## config.mk

```make
export PLATFORM = sky130hd
export DESIGN_NAME = fan_curve_slew_controller_core
export DESIGN_NICKNAME = d
export VERILOG_FILES = /design/src/sv/fcs_pkg.sv /design/src/sv/fan_curve_slew_controller_core.sv /design/src/sv/fcs_divider.sv /design/src/sv/fcs_regs.sv
export SDC_FILE = /design/constraint.sdc
export NUM_CORES = 1
export LEC_CHECK = 0
export ABC_AREA = 1
export BUFFER_PORTS_ARGS = -buffer_cell sky130_fd_sc_hd__buf_2
export CAP_MARGIN = 25
export CORE_UTILIZATION = 64
export DETAILED_ROUTE_END_ITERATION = 6
export PLACE_DENSITY = 0.91
export SYNTH_ARGS = -nofsm -noshare
export SYNTH_HDL_FRONTEND = slang
export SYNTH_HIERARCHICAL = 1
export SYNTH_SLANG_ARGS = --single-unit
```

## constraint.sdc

```tcl
create_clock -name aclk -period 10.41 [get_ports aclk]
set_clock_uncertainty 0.1 [all_clocks]
set_input_delay 0.5205 -clock aclk [delete_from_list [all_inputs] [get_ports aclk]]
set_output_delay 0.5205 -clock aclk [all_outputs]
set_load 0.01 [all_outputs]
```

## src/sv/fcs_pkg.sv

```systemverilog
// shared types, constants and register codes of the fan curve slew controller
package fcs_pkg;

    localparam int SPEED_W = 14;
    localparam int TEMP_W  = 7;
    localparam int STEP_W  = 8;
    localparam int TIN_W   = 19;
    localparam int DEG_W   = 10;
    localparam int TOUT_W  = 9;
    localparam int ACC_W   = SPEED_W + TEMP_W;
    localparam int DIVD_W  = 23;
    localparam int DIVS_W  = 10;
    localparam int CNT_W   = $clog2(DIVD_W);
    localparam int APB_AW  = 5;
    localparam int APB_DW  = 32;
    localparam int IDX_W   = 3;

    localparam int MILLI_PER_DEG = 1000;
    localparam int ROUND_HALF    = 500;

    // floor(x / 1000) == (x * RECIP_1000) >> RECIP_SHIFT for every x up to 2^18 + 500, the largest rounded input
    localparam int               RECIP_SHIFT = 28;
    localparam logic [TIN_W-1:0] RECIP_1000  = 19'd268436;

    localparam logic [IDX_W-1:0] REG_MIN_SPEED  = 3'd0;
    localparam logic [IDX_W-1:0] REG_LOW_SPEED  = 3'd1;
    localparam logic [IDX_W-1:0] REG_HIGH_SPEED = 3'd2;
    localparam logic [IDX_W-1:0] REG_LOW_TEMP   = 3'd3;
    localparam logic [IDX_W-1:0] REG_HIGH_TEMP  = 3'd4;
    localparam logic [IDX_W-1:0] REG_STEP_UP    = 3'd5;
    localparam logic [IDX_W-1:0] REG_STEP_DOWN  = 3'd6;

    localparam logic [SPEED_W-1:0] RST_MIN_SPEED  = 14'd400;
    localparam logic [SPEED_W-1:0] RST_LOW_SPEED  = 14'd500;
    localparam logic [SPEED_W-1:0] RST_HIGH_SPEED = 14'd1600;
    localparam logic [TEMP_W-1:0]  RST_LOW_TEMP   = 7'd40;
    localparam logic [TEMP_W-1:0]  RST_HIGH_TEMP  = 7'd55;

    typedef struct packed {
        logic [SPEED_W-1:0] min_speed;
        logic [SPEED_W-1:0] low_speed;
        logic [SPEED_W-1:0] high_speed;
        logic [TEMP_W-1:0]  low_temp;
        logic [TEMP_W-1:0]  high_temp;
        logic [STEP_W-1:0]  step_up;
        logic [STEP_W-1:0]  step_down;
    } cfg_t;

    typedef struct packed {
        logic              start;
        logic [DIVD_W-1:0] dividend;
        logic [DIVS_W-1:0] divisor;
    } div_req_t;

    typedef struct packed {
        logic              done;
        logic [DIVD_W-1:0] quotient;
    } div_rsp_t;

    typedef enum logic [3:0] {
        ST_IDLE,
        ST_DIV_T,
        ST_CURVE,
        ST_MUL_A,
        ST_MUL_B,
        ST_DIV_START,
        ST_DIV_C,
        ST_CLAMP,
        ST_SLEW,
        ST_DONE
    } state_t;

endpackage

```

## src/sv/fan_curve_slew_controller_core.sv

```systemverilog
// top level of the fan curve slew controller: sequencer, datapath and ports
//
// Takes one temperature request in millidegrees, rounds it to whole degrees
// (halves away from zero), looks up a target speed on a piecewise linear curve
// (min_speed below low_temp, a line from low_speed to high_speed up to
// high_temp, high_speed above), then limits the move from the last speed by
// step_up / step_down. Each request returns fan_speed, a changed flag and the
// rounded temperature. One request is worked on at a time: s_tready is high
// only while the sequencer is idle. The degree rounding is a multiply by a
// fixed reciprocal of 1000. A temperature off the line (or on a line whose
// end temperatures are equal) goes straight to step limiting; one on the
// line first passes two multiply steps and the serial divider, which gives
// one quotient bit per cycle over 23 bits for the line interpolation. A
// finished result sits in the output register and the sequencer is ready
// again the next cycle, so the next request is taken while it waits; that
// request stalls only at its own end if the result is still held.
// Settings go in through the apb port and may be changed only while idle.
module fan_curve_slew_controller_core import fcs_pkg::*; (
    input  logic              aclk,
    input  logic              aresetn,
    // input stream
    input  logic              s_tvalid,
    output logic              s_tready,
    input  logic [23:0]       s_tdata,   // [18:0] temp_millideg
    // result stream
    output logic              m_tvalid,
    input  logic              m_tready,
    output logic [23:0]       m_tdata,   // [13:0] fan_speed, [14] speed_changed,
                                         // [23:15] temp_degrees
    // configuration
    input  logic              psel,
    input  logic              penable,
    input  logic              pwrite,
    input  logic [APB_AW-1:0] paddr,
    input  logic [APB_DW-1:0] pwdata,
    output logic [APB_DW-1:0] prdata,
    output logic              pready
);

    cfg_t     cfg;
    div_req_t div_req;
    div_rsp_t div_rsp;

    state_t state_reg, state_next;

    // datapath registers
    logic                     neg_reg;
    logic [TIN_W-1:0]         rnd_reg;
    logic signed [DEG_W-1:0]  deg_reg;
    logic [TEMP_W-1:0]        span_reg;
    logic [TEMP_W-1:0]        d_reg;
    logic [ACC_W-1:0]         acc_reg;
    logic [SPEED_W-1:0]       target_reg;
    logic [SPEED_W-1:0]       speed_reg;
    logic [SPEED_W-1:0]       last_speed_reg;
    logic                     m_tvalid_reg;
    logic [23:0]              m_tdata_reg;

    // sequencer outputs
    logic start_temp;
    logic start_curve;
    logic ld_deg;
    logic ld_curve;
    logic mul_first;
    logic mul_second;
    logic ld_clamp;
    logic ld_slew;
    logic ld_out;

    logic out_free;
    logic accept;

    fcs_regs u_regs (
        .aclk    (aclk),
        .aresetn (aresetn),
        .psel    (psel),
        .penable (penable),
        .pwrite  (pwrite),
        .paddr   (paddr),
        .pwdata  (pwdata),
        .prdata  (prdata),
        .cfg     (cfg)
    );

    fcs_divider u_div (
        .aclk    (aclk),
        .aresetn (aresetn),
        .req     (div_req),
        .rsp     (div_rsp)
    );

    assign pready   = 1'b1;
    assign s_tready = (state_reg == ST_IDLE);
    assign accept   = s_tvalid && s_tready;
    assign out_free = !m_tvalid_reg || m_tready;
    assign m_tvalid = m_tvalid_reg;
    assign m_tdata  = m_tdata_reg;

    // magnitude of the input, biased by half a degree for rounding
    logic [TIN_W-1:0] t_bits;
    logic             t_neg;
    logic [TIN_W:0]   t_mag;
    logic [TIN_W-1:0] t_rnd;

    always_comb begin
        t_bits = s_tdata[TIN_W-1:0];
        t_neg  = t_bits[TIN_W-1];
        t_mag  = t_neg ? ((TIN_W+1)'(1) << TIN_W) - {1'b0, t_bits} : {1'b0, t_bits};
        t_rnd  = TIN_W'(t_mag + (TIN_W+1)'(ROUND_HALF));
    end

    // curve region tests
    logic signed [DEG_W-1:0] lo_s;
    logic signed [DEG_W-1:0] hi_s;
    logic                    below;
    logic                    above;
    logic [TEMP_W-1:0]       span_c;
    logic [TEMP_W-1:0]       d_c;

    always_comb begin
        lo_s   = $signed({{(DEG_W-TEMP_W){1'b0}}, cfg.low_temp});
        hi_s   = $signed({{(DEG_W-TEMP_W){1'b0}}, cfg.high_temp});
        below  = deg_reg < lo_s;
        above  = deg_reg > hi_s;
        span_c = cfg.high_temp - cfg.low_temp;
        d_c    = deg_reg[TEMP_W-1:0] - cfg.low_temp;
    end

    // single multiplier for the two weighted terms
    logic [SPEED_W-1:0] mul_a;
    logic [TEMP_W-1:0]  mul_b;
    logic [ACC_W-1:0]   product;

    always_comb begin
        mul_a   = mul_second ? cfg.high_speed : cfg.low_speed;
        mul_b   = mul_second ? d_reg : (span_reg - d_reg);
        product = ACC_W'(mul_a) * ACC_W'(mul_b);
    end

    // divider request: (2n + span) / (2 span)
    logic [DIVD_W-1:0] curve_dividend;

    always_comb begin
        curve_dividend   = DIVD_W'({acc_reg, 1'b0}) + DIVD_W'(span_reg);
        div_req.start    = start_curve;
        div_req.dividend = curve_dividend;
        div_req.divisor  = DIVS_W'({span_reg, 1'b0});
    end

    // rounded degrees: divide by 1000 through a reciprocal multiply
    logic [2*TIN_W-1:0] recip_prod;
    logic [TOUT_W-1:0]  deg_mag;
    logic [DEG_W-1:0]   deg_c;

    always_comb begin
        recip_prod = (2*TIN_W)'(rnd_reg) * (2*TIN_W)'(RECIP_1000);
        deg_mag    = recip_prod[RECIP_SHIFT +: TOUT_W];
        deg_c      = neg_reg ? -{1'b0, deg_mag} : {1'b0, deg_mag};
    end

    // clamp the interpolated value between the two line ends
    logic [SPEED_W-1:0] clamp_c;

    always_comb begin
        if (div_rsp.quotient <= DIVD_W'(cfg.low_speed)) begin
            clamp_c = cfg.low_speed;
        end else if (div_rsp.quotient >= DIVD_W'(cfg.high_speed)) begin
            clamp_c = cfg.high_speed;
        end else begin
            clamp_c = div_rsp.quotient[SPEED_W-1:0];
        end
    end

    // step limiting against the kept last speed
    logic [SPEED_W:0]   dn_c;
    logic [SPEED_W:0]   up_c;
    logic [SPEED_W-1:0] slew_c;

    always_comb begin
        dn_c = {1'b0, last_speed_reg} - (SPEED_W+1)'(cfg.step_down);
        up_c = {1'b0, last_speed_reg} + (SPEED_W+1)'(cfg.step_up);
        if ((cfg.step_down != '0) && (target_reg < last_speed_reg)) begin
            // may overshoot the target, floor at min_speed
            if (dn_c[SPEED_W] || (dn_c[SPEED_W-1:0] < cfg.min_speed)) begin
                slew_c = cfg.min_speed;
            end else begin
                slew_c = dn_c[SPEED_W-1:0];
            end
        end else if ((cfg.step_up != '0) && (target_reg > last_speed_reg)) begin
            if (up_c > {1'b0, cfg.high_speed}) begin
                slew_c = cfg.high_speed;
            end else begin
                slew_c = up_c[SPEED_W-1:0];
            end
        end else begin
            slew_c = target_reg;
        end
    end

    // shown temperature saturates to the 9 bit field
    logic [TOUT_W-1:0] shown_c;

    always_comb begin
        if (deg_reg > $signed(DEG_W'(255))) begin
            shown_c = TOUT_W'(255);
        end else if (deg_reg < -$signed(DEG_W'(256))) begin
            shown_c = TOUT_W'(256);
        end else begin
            shown_c = deg_reg[TOUT_W-1:0];
        end
    end

    // next state
    always_comb begin
        state_next = state_reg;
        case (state_reg)
            ST_IDLE: begin
                if (accept) state_next = ST_DIV_T;
            end
            ST_DIV_T:     state_next = ST_CURVE;
            ST_CURVE: begin
                if (below || above || (span_c == '0)) begin
                    state_next = ST_SLEW;
                end else begin
                    state_next = ST_MUL_A;
                end
            end
            ST_MUL_A:     state_next = ST_MUL_B;
            ST_MUL_B:     state_next = ST_DIV_START;
            ST_DIV_START: state_next = ST_DIV_C;
            ST_DIV_C: begin
                if (div_rsp.done) state_next = ST_CLAMP;
            end
            ST_CLAMP:     state_next = ST_SLEW;
            ST_SLEW:      state_next = ST_DONE;
            ST_DONE: begin
                if (out_free) state_next = ST_IDLE;
            end
            default:      state_next = ST_IDLE;
        endcase
    end

    // sequencer outputs
    always_comb begin
        start_temp  = 1'b0;
        start_curve = 1'b0;
        ld_deg      = 1'b0;
        ld_curve    = 1'b0;
        mul_first   = 1'b0;
        mul_second  = 1'b0;
        ld_clamp    = 1'b0;
        ld_slew     = 1'b0;
        ld_out      = 1'b0;
        case (state_reg)
            ST_IDLE:      start_temp  = accept;
            ST_DIV_T:     ld_deg      = 1'b1;
            ST_CURVE:     ld_curve    = 1'b1;
            ST_MUL_A:     mul_first   = 1'b1;
            ST_MUL_B:     mul_second  = 1'b1;
            ST_DIV_START: start_curve = 1'b1;
            ST_DIV_C:     ld_clamp    = div_rsp.done;
            ST_SLEW:      ld_slew     = 1'b1;
            ST_DONE:      ld_out      = out_free;
            default: ;
        endcase
    end

    // control state
    always_ff @(posedge aclk) begin
        if (!aresetn) begin
            state_reg      <= ST_IDLE;
            m_tvalid_reg   <= 1'b0;
            last_speed_reg <= '0;
        end else begin
            state_reg <= state_next;
            if (ld_out) begin
                m_tvalid_reg   <= 1'b1;
                last_speed_reg <= speed_reg;
            end else if (m_tready) begin
                m_tvalid_reg <= 1'b0;
            end
        end
    end

    // datapath
    always_ff @(posedge aclk) begin
        if (start_temp) begin
            neg_reg <= t_neg;
            rnd_reg <= t_rnd;
        end
        if (ld_deg) begin
            deg_reg <= $signed(deg_c);
        end
        if (ld_curve) begin
            span_reg <= span_c;
            d_reg    <= d_c;
            if (below) begin
                target_reg <= cfg.min_speed;
            end else if (above) begin
                target_reg <= cfg.high_speed;
            end else begin
                // equal end temperatures sit at low_speed
                target_reg <= cfg.low_speed;
            end
        end
        if (mul_first) begin
            acc_reg <= product;
        end
        if (mul_second) begin
            acc_reg <= acc_reg + product;
        end
        if (ld_clamp) begin
            target_reg <= clamp_c;
        end
        if (ld_slew) begin
            speed_reg <= slew_c;
        end
        if (ld_out) begin
            m_tdata_reg <= {shown_c, (speed_reg != last_speed_reg), speed_reg};
        end
    end

endmodule

```

## src/sv/fcs_divider.sv

```systemverilog
// restoring divider, one quotient bit per cycle, used for the line interpolation
module fcs_divider import fcs_pkg::*; (
    input  logic     aclk,
    input  logic     aresetn,
    input  div_req_t req,
    output div_rsp_t rsp
);

    logic              busy_reg;
    logic              done_reg;
    logic [CNT_W-1:0]  cnt_reg;
    logic [DIVD_W-1:0] quo_reg;
    logic [DIVS_W-1:0] rem_reg;
    logic [DIVS_W-1:0] dvs_reg;

    logic [DIVS_W:0]   trial;
    logic [DIVS_W:0]   diff;
    logic              fits;
    logic [DIVS_W-1:0] rem_next;

    always_comb begin
        trial    = {rem_reg, quo_reg[DIVD_W-1]};
        diff     = trial - {1'b0, dvs_reg};
        fits     = trial >= {1'b0, dvs_reg};
        rem_next = fits ? diff[DIVS_W-1:0] : trial[DIVS_W-1:0];
    end

    always_ff @(posedge aclk) begin
        if (!aresetn) begin
            busy_reg <= 1'b0;
            done_reg <= 1'b0;
            cnt_reg  <= '0;
        end else begin
            done_reg <= 1'b0;
            if (req.start) begin
                busy_reg <= 1'b1;
                cnt_reg  <= '0;
            end else if (busy_reg) begin
                cnt_reg <= cnt_reg + 1'b1;
                if (cnt_reg == CNT_W'(DIVD_W - 1)) begin
                    busy_reg <= 1'b0;
                    done_reg <= 1'b1;
                end
            end
        end
    end

    always_ff @(posedge aclk) begin
        if (req.start) begin
            quo_reg <= req.dividend;
            rem_reg <= '0;
            dvs_reg <= req.divisor;
        end else if (busy_reg) begin
            quo_reg <= {quo_reg[DIVD_W-2:0], fits};
            rem_reg <= rem_next;
        end
    end

    assign rsp.done     = done_reg;
    assign rsp.quotient = quo_reg;

endmodule

```

## src/sv/fcs_regs.sv

```systemverilog
// apb register file holding the curve and step limit settings
module fcs_regs import fcs_pkg::*; (
    input  logic              aclk,
    input  logic              aresetn,
    input  logic              psel,
    input  logic              penable,
    input  logic              pwrite,
    input  logic [APB_AW-1:0] paddr,
    input  logic [APB_DW-1:0] pwdata,
    output logic [APB_DW-1:0] prdata,
    output cfg_t              cfg
);

    cfg_t             cfg_reg;
    logic [IDX_W-1:0] idx;
    logic             wr_en;

    assign idx   = paddr[APB_AW-1:2];
    assign wr_en = psel && penable && pwrite;

    always_ff @(posedge aclk) begin
        if (!aresetn) begin
            cfg_reg.min_speed  <= RST_MIN_SPEED;
            cfg_reg.low_speed  <= RST_LOW_SPEED;
            cfg_reg.high_speed <= RST_HIGH_SPEED;
            cfg_reg.low_temp   <= RST_LOW_TEMP;
            cfg_reg.high_temp  <= RST_HIGH_TEMP;
            cfg_reg.step_up    <= '0;
            cfg_reg.step_down  <= '0;
        end else if (wr_en) begin
            case (idx)
                REG_MIN_SPEED:  cfg_reg.min_speed  <= pwdata[SPEED_W-1:0];
                REG_LOW_SPEED:  cfg_reg.low_speed  <= pwdata[SPEED_W-1:0];
                REG_HIGH_SPEED: cfg_reg.high_speed <= pwdata[SPEED_W-1:0];
                REG_LOW_TEMP:   cfg_reg.low_temp   <= pwdata[TEMP_W-1:0];
                REG_HIGH_TEMP:  cfg_reg.high_temp  <= pwdata[TEMP_W-1:0];
                REG_STEP_UP:    cfg_reg.step_up    <= pwdata[STEP_W-1:0];
                REG_STEP_DOWN:  cfg_reg.step_down  <= pwdata[STEP_W-1:0];
                default: ;
            endcase
        end
    end

    always_comb begin
        case (idx)
            REG_MIN_SPEED:  prdata = APB_DW'(cfg_reg.min_speed);
            REG_LOW_SPEED:  prdata = APB_DW'(cfg_reg.low_speed);
            REG_HIGH_SPEED: prdata = APB_DW'(cfg_reg.high_speed);
            REG_LOW_TEMP:   prdata = APB_DW'(cfg_reg.low_temp);
            REG_HIGH_TEMP:  prdata = APB_DW'(cfg_reg.high_temp);
            REG_STEP_UP:    prdata = APB_DW'(cfg_reg.step_up);
            REG_STEP_DOWN:  prdata = APB_DW'(cfg_reg.step_down);
            default:        prdata = '0;
        endcase
    end

    assign cfg = cfg_reg;

endmodule
```

==> flow_metrics.env, run 1 <==
export IMPL_crit_buf_inv=6
export IMPL_timing_final_ws_setup_ns=1.84
export IMPL_cts_hold_buffers=0
export IMPL_n_fill_cell=3106
export IMPL_cts_root_buf="clkbuf_16"
export IMPL_viasPerCell=5.79
export IMPL_die_y_um=207
export IMPL_fin_crit_ns=8.57
export IMPL_synthDistinctLibCells=55
export IMPL_nets=4253
export IMPL_antenna_found_initial=0
export IMPL_outcome="complete, but fails checks"
export IMPL_htreeDepth=1
export IMPL_cts_buffers=29
export IMPL_yosysSeqAreaShare_pct=24.7
export IMPL_syn_avg_cell_area_um2=7.34
export IMPL_drtPass1Iterations=7
export IMPL_synth_area_top_cells="edfxtp_1 17%, ha_1 16%, nand2_1 13%, fa_1 8.7%, inv_1 8.1%"
export IMPL_worst_hold_path_type="in2reg"
export IMPL_core_um2=41200
export IMPL_largest_reg_flops=72
export IMPL_cp_max_fo=26
export IMPL_ant_nets=0
export IMPL_fmax_mhz=117
export IMPL_cpMostUsedCell="nand2_1"
export IMPL_yosysWarnings=6
export IMPL_vias=24800
export IMPL_cts_setup_buffers=0
export IMPL_min_period_over_period_pct=82.3
export IMPL_end_kind="flip-flop"
export IMPL_dieArea_um2=43000
export IMPL_grt_pass1_vias=23600
export IMPL_port_buffers=82
export IMPL_drive_above_1_share_pct=7.26
export IMPL_drt_initial_drc_count=2610
export IMPL_synth_area_um2=27000
export IMPL_final_cell_mix="920 x nand2_1, 584 x inv_1, 343 x ha_1, 336 x nor2_1, 253 x nand3_1"
export IMPL_clock_sinks=258
export IMPL_multi_input_area_um2=17600
export IMPL_final_common_cell="nand2_1"
export IMPL_row_count=74
export IMPL_avgRoutedWirePerCell_um=16.6
export IMPL_cts_resized=0
export IMPL_post_place_ws_ns=2.07
export IMPL_clk_pin_slew_ns=0.07
export IMPL_synth_seq_cells=258
export IMPL_clock_latency_ns=0.59
export IMPL_slew_viol_final=0
export IMPL_track_usage_pct=32.9
export IMPL_gp_congestion=1.01
export IMPL_grt_max_degree=79
export IMPL_rsz0062_at_grt="false"
export IMPL_max_stage_delay_ns=0.80
export IMPL_dpl_hpwl_mm=55.4
export IMPL_drc=1
export IMPL_violations="DRC"
export IMPL_tritoncts="done"
export IMPL_grt_first_pass_wirelength_mm=116
export IMPL_synth_area_leader_cell="edfxtp_1"
export IMPL_diodes=0
export IMPL_setup_tns_ns=0
export IMPL_dieWidth_um=207
export IMPL_cts_max_path_buffers=3
export IMPL_area_growth_syn_to_layout_pct=6.30
export IMPL_critPathLaunchType="flip-flop"
export IMPL_io_pins=127
export IMPL_criticalPathCategory="reg2reg"
export IMPL_cap_violations=0
export IMPL_worst_slew_pin_slew_ns=1.07
export IMPL_regArea_um2=6670
export IMPL_slew_headroom_pct=28.4
export IMPL_worstPathArrival_ns=8.78
export IMPL_drt_total_wl_mm=71.2
export IMPL_worst_ep_required_time_ns=10.62
export IMPL_synthCells=3683
export IMPL_setup_viol=0
export IMPL_cp_slowest_cell="inv_1"
export IMPL_start_util_pct=65.6
export IMPL_finalHoldViolCount=0
export IMPL_grt_overflow_total=0
export IMPL_crit_family="simple AND/OR/NAND/NOR gates"
export IMPL_yosys_area_top_type_share_pct=16.7
## cells by family (layout without fill, tap and decap cells)
kind of cell             Yosys count  after routing  share of synthesized area (%)
adder cells (fa/ha/maj)          460            460                           24.6
buffers and inverters            700            746                           10.5
AND/OR/NAND/NOR                 1763           1763                           28.5
XOR/XNOR                         124            124                           4.08
AO/OA/AOI/OAI                    375            375                           7.59
other                              3             22                         0.0417
flip-flops                       258            258                           24.7
## cells in the mapped netlist, drive strengths merged
cell type  instances
nand2            947
inv              596
nor2             363
ha               343
nand3            267
a21oi            177
edfxtp           150
o21ai            145
fa               117
dfxtp            108
nand4             86
xor2              83
buf               78
nor3              42
xnor2             41
or2               26
clkbuf            23
nand3b            14
a21o              11
o21bai            10
a211oi             7
nor4               7
o211ai             7
a31oi              6
o31ai              5
and3               4
nor3b              4
clkinv             3
conb               3
o21a               3
a21boi             2
and2               2
nor4b              1
o211a              1
o221ai             1
## path summary, 6_finish.rpt
path / from / end / slack [ns] / cells after the start
max reg2reg: state_reg[0] / acc_reg[20] / 1.84 / 32
min reg2reg: u_div/rem_reg[6] / u_div/rem_reg[6] / 0.38 / 2
min: s_tdata[0] / rnd_reg[0] / 0.03 / 1
max: state_reg[0] / acc_reg[20] / 1.84 / 32
## layer usage
metal | track usage, % | part of all wire [%] | wire, µm | vias to the layer above
li1 | - | - | - | 11900
met2 | 56.8 | 47 | 33400 | 1264
met3 | 4.01 | 8.5 | 6070 | 280
met1 | 40.9 | 39 | 27900 | 11300
met5 | 0 | 0 | 0 | -
met4 | 15.9 | 5.4 | 3820 | 0
## stage by stage
stage,area (µm²),util [%],std cells,hold slack [ns]
after global routing,28700,69.7,4280,0.0258
final,28700,69.7,4280,0.0316
after global placement,27700,67.1,4225,0.359
after CTS,28700,69.6,4279,0.0119
after floorplan,27100,-,3702,0.344
after detailed placement,27700,67.1,4225,0.366
## final cells by class
class / instances / area share, %
well taps: 532 / 2.32
repair buffers: 93 / 1.79
flip-flops and latches: 258 / 23.2
multi-input cells: 2744 / 61.3
inverters: 599 / 7.83
clock inverters: 17 / 0.780
clock buffers: 37 / 2.81
Power of run 1 is left out: the tool's default activity adds up to more than one toggle a clock period on the data nets, which glitch-free logic cannot reach.
==> inputs of run 2 (changes only) <==
--- a/config.mk
+++ b/config.mk
@@ -5,12 +5,12 @@
 export SDC_FILE = /design/constraint.sdc
 export NUM_CORES = 1
 export LEC_CHECK = 0
-export ABC_AREA = 1
+export ABC_AREA = 0
 export BUFFER_PORTS_ARGS = -buffer_cell sky130_fd_sc_hd__buf_2
 export CAP_MARGIN = 25
-export CORE_UTILIZATION = 64
+export CORE_UTILIZATION = 58
 export DETAILED_ROUTE_END_ITERATION = 6
-export PLACE_DENSITY = 0.91
+export PLACE_DENSITY = 0.87
 export SYNTH_ARGS = -nofsm -noshare
 export SYNTH_HDL_FRONTEND = slang
 export SYNTH_HIERARCHICAL = 1
==> constraint.sdc (replaced) <==
create_clock -name aclk -period 7.79 [get_ports aclk]
set_clock_uncertainty 0.1 [all_clocks]
set_input_delay 0.3895 -clock aclk [delete_from_list [all_inputs] [get_ports aclk]]
set_output_delay 0.3895 -clock aclk [all_outputs]
set_load 0.01 [all_outputs]
==> run 2 against run 1 <==
The flow finishes with violations (DRC, setup timing). Setup slack worse by 2.2 ns. Utilization fell by 3.5 points. Via count down 14%. Die area increased by 3.3%. Largest cell class unchanged.
==> flow_metrics.env, run 2 <==
export IMPL_synthFlopType="edfxtp_1"
export IMPL_max_stage_delay_ns=0.55
export IMPL_cts_max_path_buffers=3
export IMPL_crit_family="adder cells"
export IMPL_outcome="complete, but fails checks"
export IMPL_finalHoldViolCount=0
export IMPL_vias=21200
export IMPL_clk_pin_slew_ns=0.07
export IMPL_fmax_mhz=122
export IMPL_yosys_top_cells_count="369 x inv_1, 343 x ha_1, 247 x nand2_1, 159 x nor2_1, 150 x edfxtp_1"
export IMPL_core_um2=43100
export IMPL_drtPass1Iterations=7
export IMPL_largest_reg_flops=72
export IMPL_synth_async_reset_ratio_pct=0
export IMPL_grt_first_pass_wirelength_mm=108
export IMPL_synth_simple_area_share_pct=13.2
export IMPL_cp_slowest_cell="fa_1"
export IMPL_yosysSeqAreaShare_pct=26.4
export IMPL_critPathLaunchType="flip-flop"
export IMPL_slew_headroom_pct=32.2
export IMPL_clock_latency_ns=0.59
export IMPL_critical_path_depth=36
export IMPL_track_usage_pct=30.5
export IMPL_worstPathArrival_ns=8.44
export IMPL_dieArea_um2=44500
export IMPL_cap_violations=0
export IMPL_synth_compound_area_share_pct=14.2
export IMPL_min_period_over_period_pct=105
export IMPL_criticalPathCategory="reg2reg"
export IMPL_nets=3435
export IMPL_rsz0062_at_grt="true"
export IMPL_worst_slew_pin_slew_ns=1.01
export IMPL_synth_area_top_cells="edfxtp_1 18%, ha_1 17%, fa_1 9.3%, dfxtp_1 8.5%, inv_1 5.5%"
export IMPL_yosysWarnings=6
export IMPL_muxShareOfSynthArea_pct=6.85
export IMPL_yosysMostFrequentCell="inv_1"
export IMPL_diodes=0
export IMPL_htreeDepth=1
export IMPL_synthDistinctLibCells=98
export IMPL_start_util_pct=58.7
export IMPL_timing_final_ws_setup_ns=-0.407
export IMPL_syn_avg_cell_area_um2=9.20
export IMPL_violations="DRC, setup timing"
export IMPL_synth_edf_count=150
export IMPL_avgRoutedWirePerCell_um=20.0
export IMPL_row_count=76
export IMPL_grt_max_degree=94
export IMPL_dpl_hpwl_mm=52.8
export IMPL_whs_path_depth=3
export IMPL_drt_initial_drc_count=1834
export IMPL_slew_viol_final=0
export IMPL_regArea_um2=6670
export IMPL_cts_root_buf="clkbuf_16"
export IMPL_cts_buffers=30
export IMPL_clock_sinks=258
export IMPL_port_buffers=82
export IMPL_drc=1
export IMPL_synth_area_leader_cell="edfxtp_1"
export IMPL_setup_viol=6
export IMPL_synthAdderAreaFrac_pct=26.2
export IMPL_cp_max_fo=6
export IMPL_multi_input_area_um2=17200
export IMPL_worst_ep_required_time_ns=8.03
export IMPL_area_growth_syn_to_layout_pct=12.7
export IMPL_antenna_found_initial=0
export IMPL_synth_xor_area_share_pct=5.47
export IMPL_grt_overflow_total=0
export IMPL_die_y_um=211
export IMPL_n_fill_cell=3232
export IMPL_worst_hold_path_type="in2reg"
export IMPL_gp_congestion=1.00
export IMPL_fin_crit_ns=8.20
export IMPL_synthCells=2751
export IMPL_end_kind="flip-flop"
export IMPL_final_common_cell="inv_1"
export IMPL_final_cell_mix="358 x inv_1, 329 x ha_1, 246 x nand2_1, 153 x nor2_1, 150 x edfxtp_1"
export IMPL_drive_above_1_share_pct=14.8
export IMPL_ant_nets=0
export IMPL_drt_total_wl_mm=70.3
export IMPL_grt_pass1_vias=21200
export IMPL_dieWidth_um=211
export IMPL_synth_top_family_by_area="adder cells"
export IMPL_rr_worst_depth=36
export IMPL_tritoncts="done"
export IMPL_synth_seq_cells=258
export IMPL_viasPerCell=6.04
export IMPL_io_pins=127
export IMPL_post_place_ws_ns=-0.328
export IMPL_yosys_area_top_type_share_pct=17.8
export IMPL_crit_buf_inv=8
export IMPL_synth_area_um2=25300
==> run 2: changes by cell type in the layout (fill, tap and decap cells not counted), moves of 70 or more <==
cell / change
nand2_1: -674
inv_1: -226
nor2_1: -183
nand3_1: -226
mux2i_1: +106
a21oi_1: -70
buf_4: +114
==> run 2: worst min-delay path: cells and delay by family <==
kind,cells,cell delay [ns]
simple gates,1,0.05
mux,1,0.11
buf+inv,1,0.12
==> run 2: worst paths after layout <==
| check | start | to | slack (ns) |
|---|---|---|---|
| hold / removal | pwdata[4] | u_regs/cfg[62] | 0.02 |
| hold reg to reg | u_div/rem_reg[7] | u_div/rem_reg[7] | 0.38 |
| setup reg to reg | span_reg[0] | acc_reg[19] | -0.41 |
| setup / recovery | span_reg[0] | acc_reg[19] | -0.41 |
==> run 2: area by class of cell <==
cell class,count,share of cell area [%]
repair buffers,216,5.11
clock buffers,47,3.26
inverters,370,4.87
well taps,585,2.57
flip-flops and latches,258,23.4
clock inverters,9,0.496
multi-input cells,2031,60.3
==> run 2: metal layers <==
metal,up-vias,part of all wire (%),track usage [%],wire (µm)
met2,1002,49,53.9,34700
met5,-,0,0,0
met3,252,7.6,4.28,5370
met4,0,5.4,15.3,3800
met1,10200,38,36.1,26500
li1,9819,-,-,-
==> run 2: cells by family after synthesis <==
| family | Yosys count |
|---|---|
| mux | 162 |
| compound gates | 531 |
| simple gates | 698 |
| flops | 258 |
| xor+xnor | 158 |
| other cells | 3 |
| buf+inv | 481 |
| fa+ha+maj | 460 |
==> run 2: timing repair <==
action	in CTS	in global routing
pin swaps	12	77
buffers inserted	8	20
hold endpoints to repair	5	0
resized for setup	14	73
hold buffers	5	0
endpoints found under the setup margin	5	6
==> run 2: per-stage QoR <==
| step | area, µm² | setup TNS (ns) | hold slack (ns) | cells | utilization, % |
|---|---|---|---|---|---|
| 3_5_place_dp | 26700 | -0.919 | 0.368 | 3424 | 62.1 |
| 5_1_grt | 28500 | -3.16 | 0.0172 | 3516 | 66.2 |
| 4_1_cts | 28000 | 0 | 0.00531 | 3493 | 64.9 |
| 3_3_place_gp | 26700 | -0.207 | 0.368 | 3422 | 62.0 |
| 2_1_floorplan | 25400 | 0 | 0.346 | 2770 | - |
| 6_report | 28500 | -1.34 | 0.0199 | 3516 | 66.2 |
Power of run 2 is left out for the same reason.
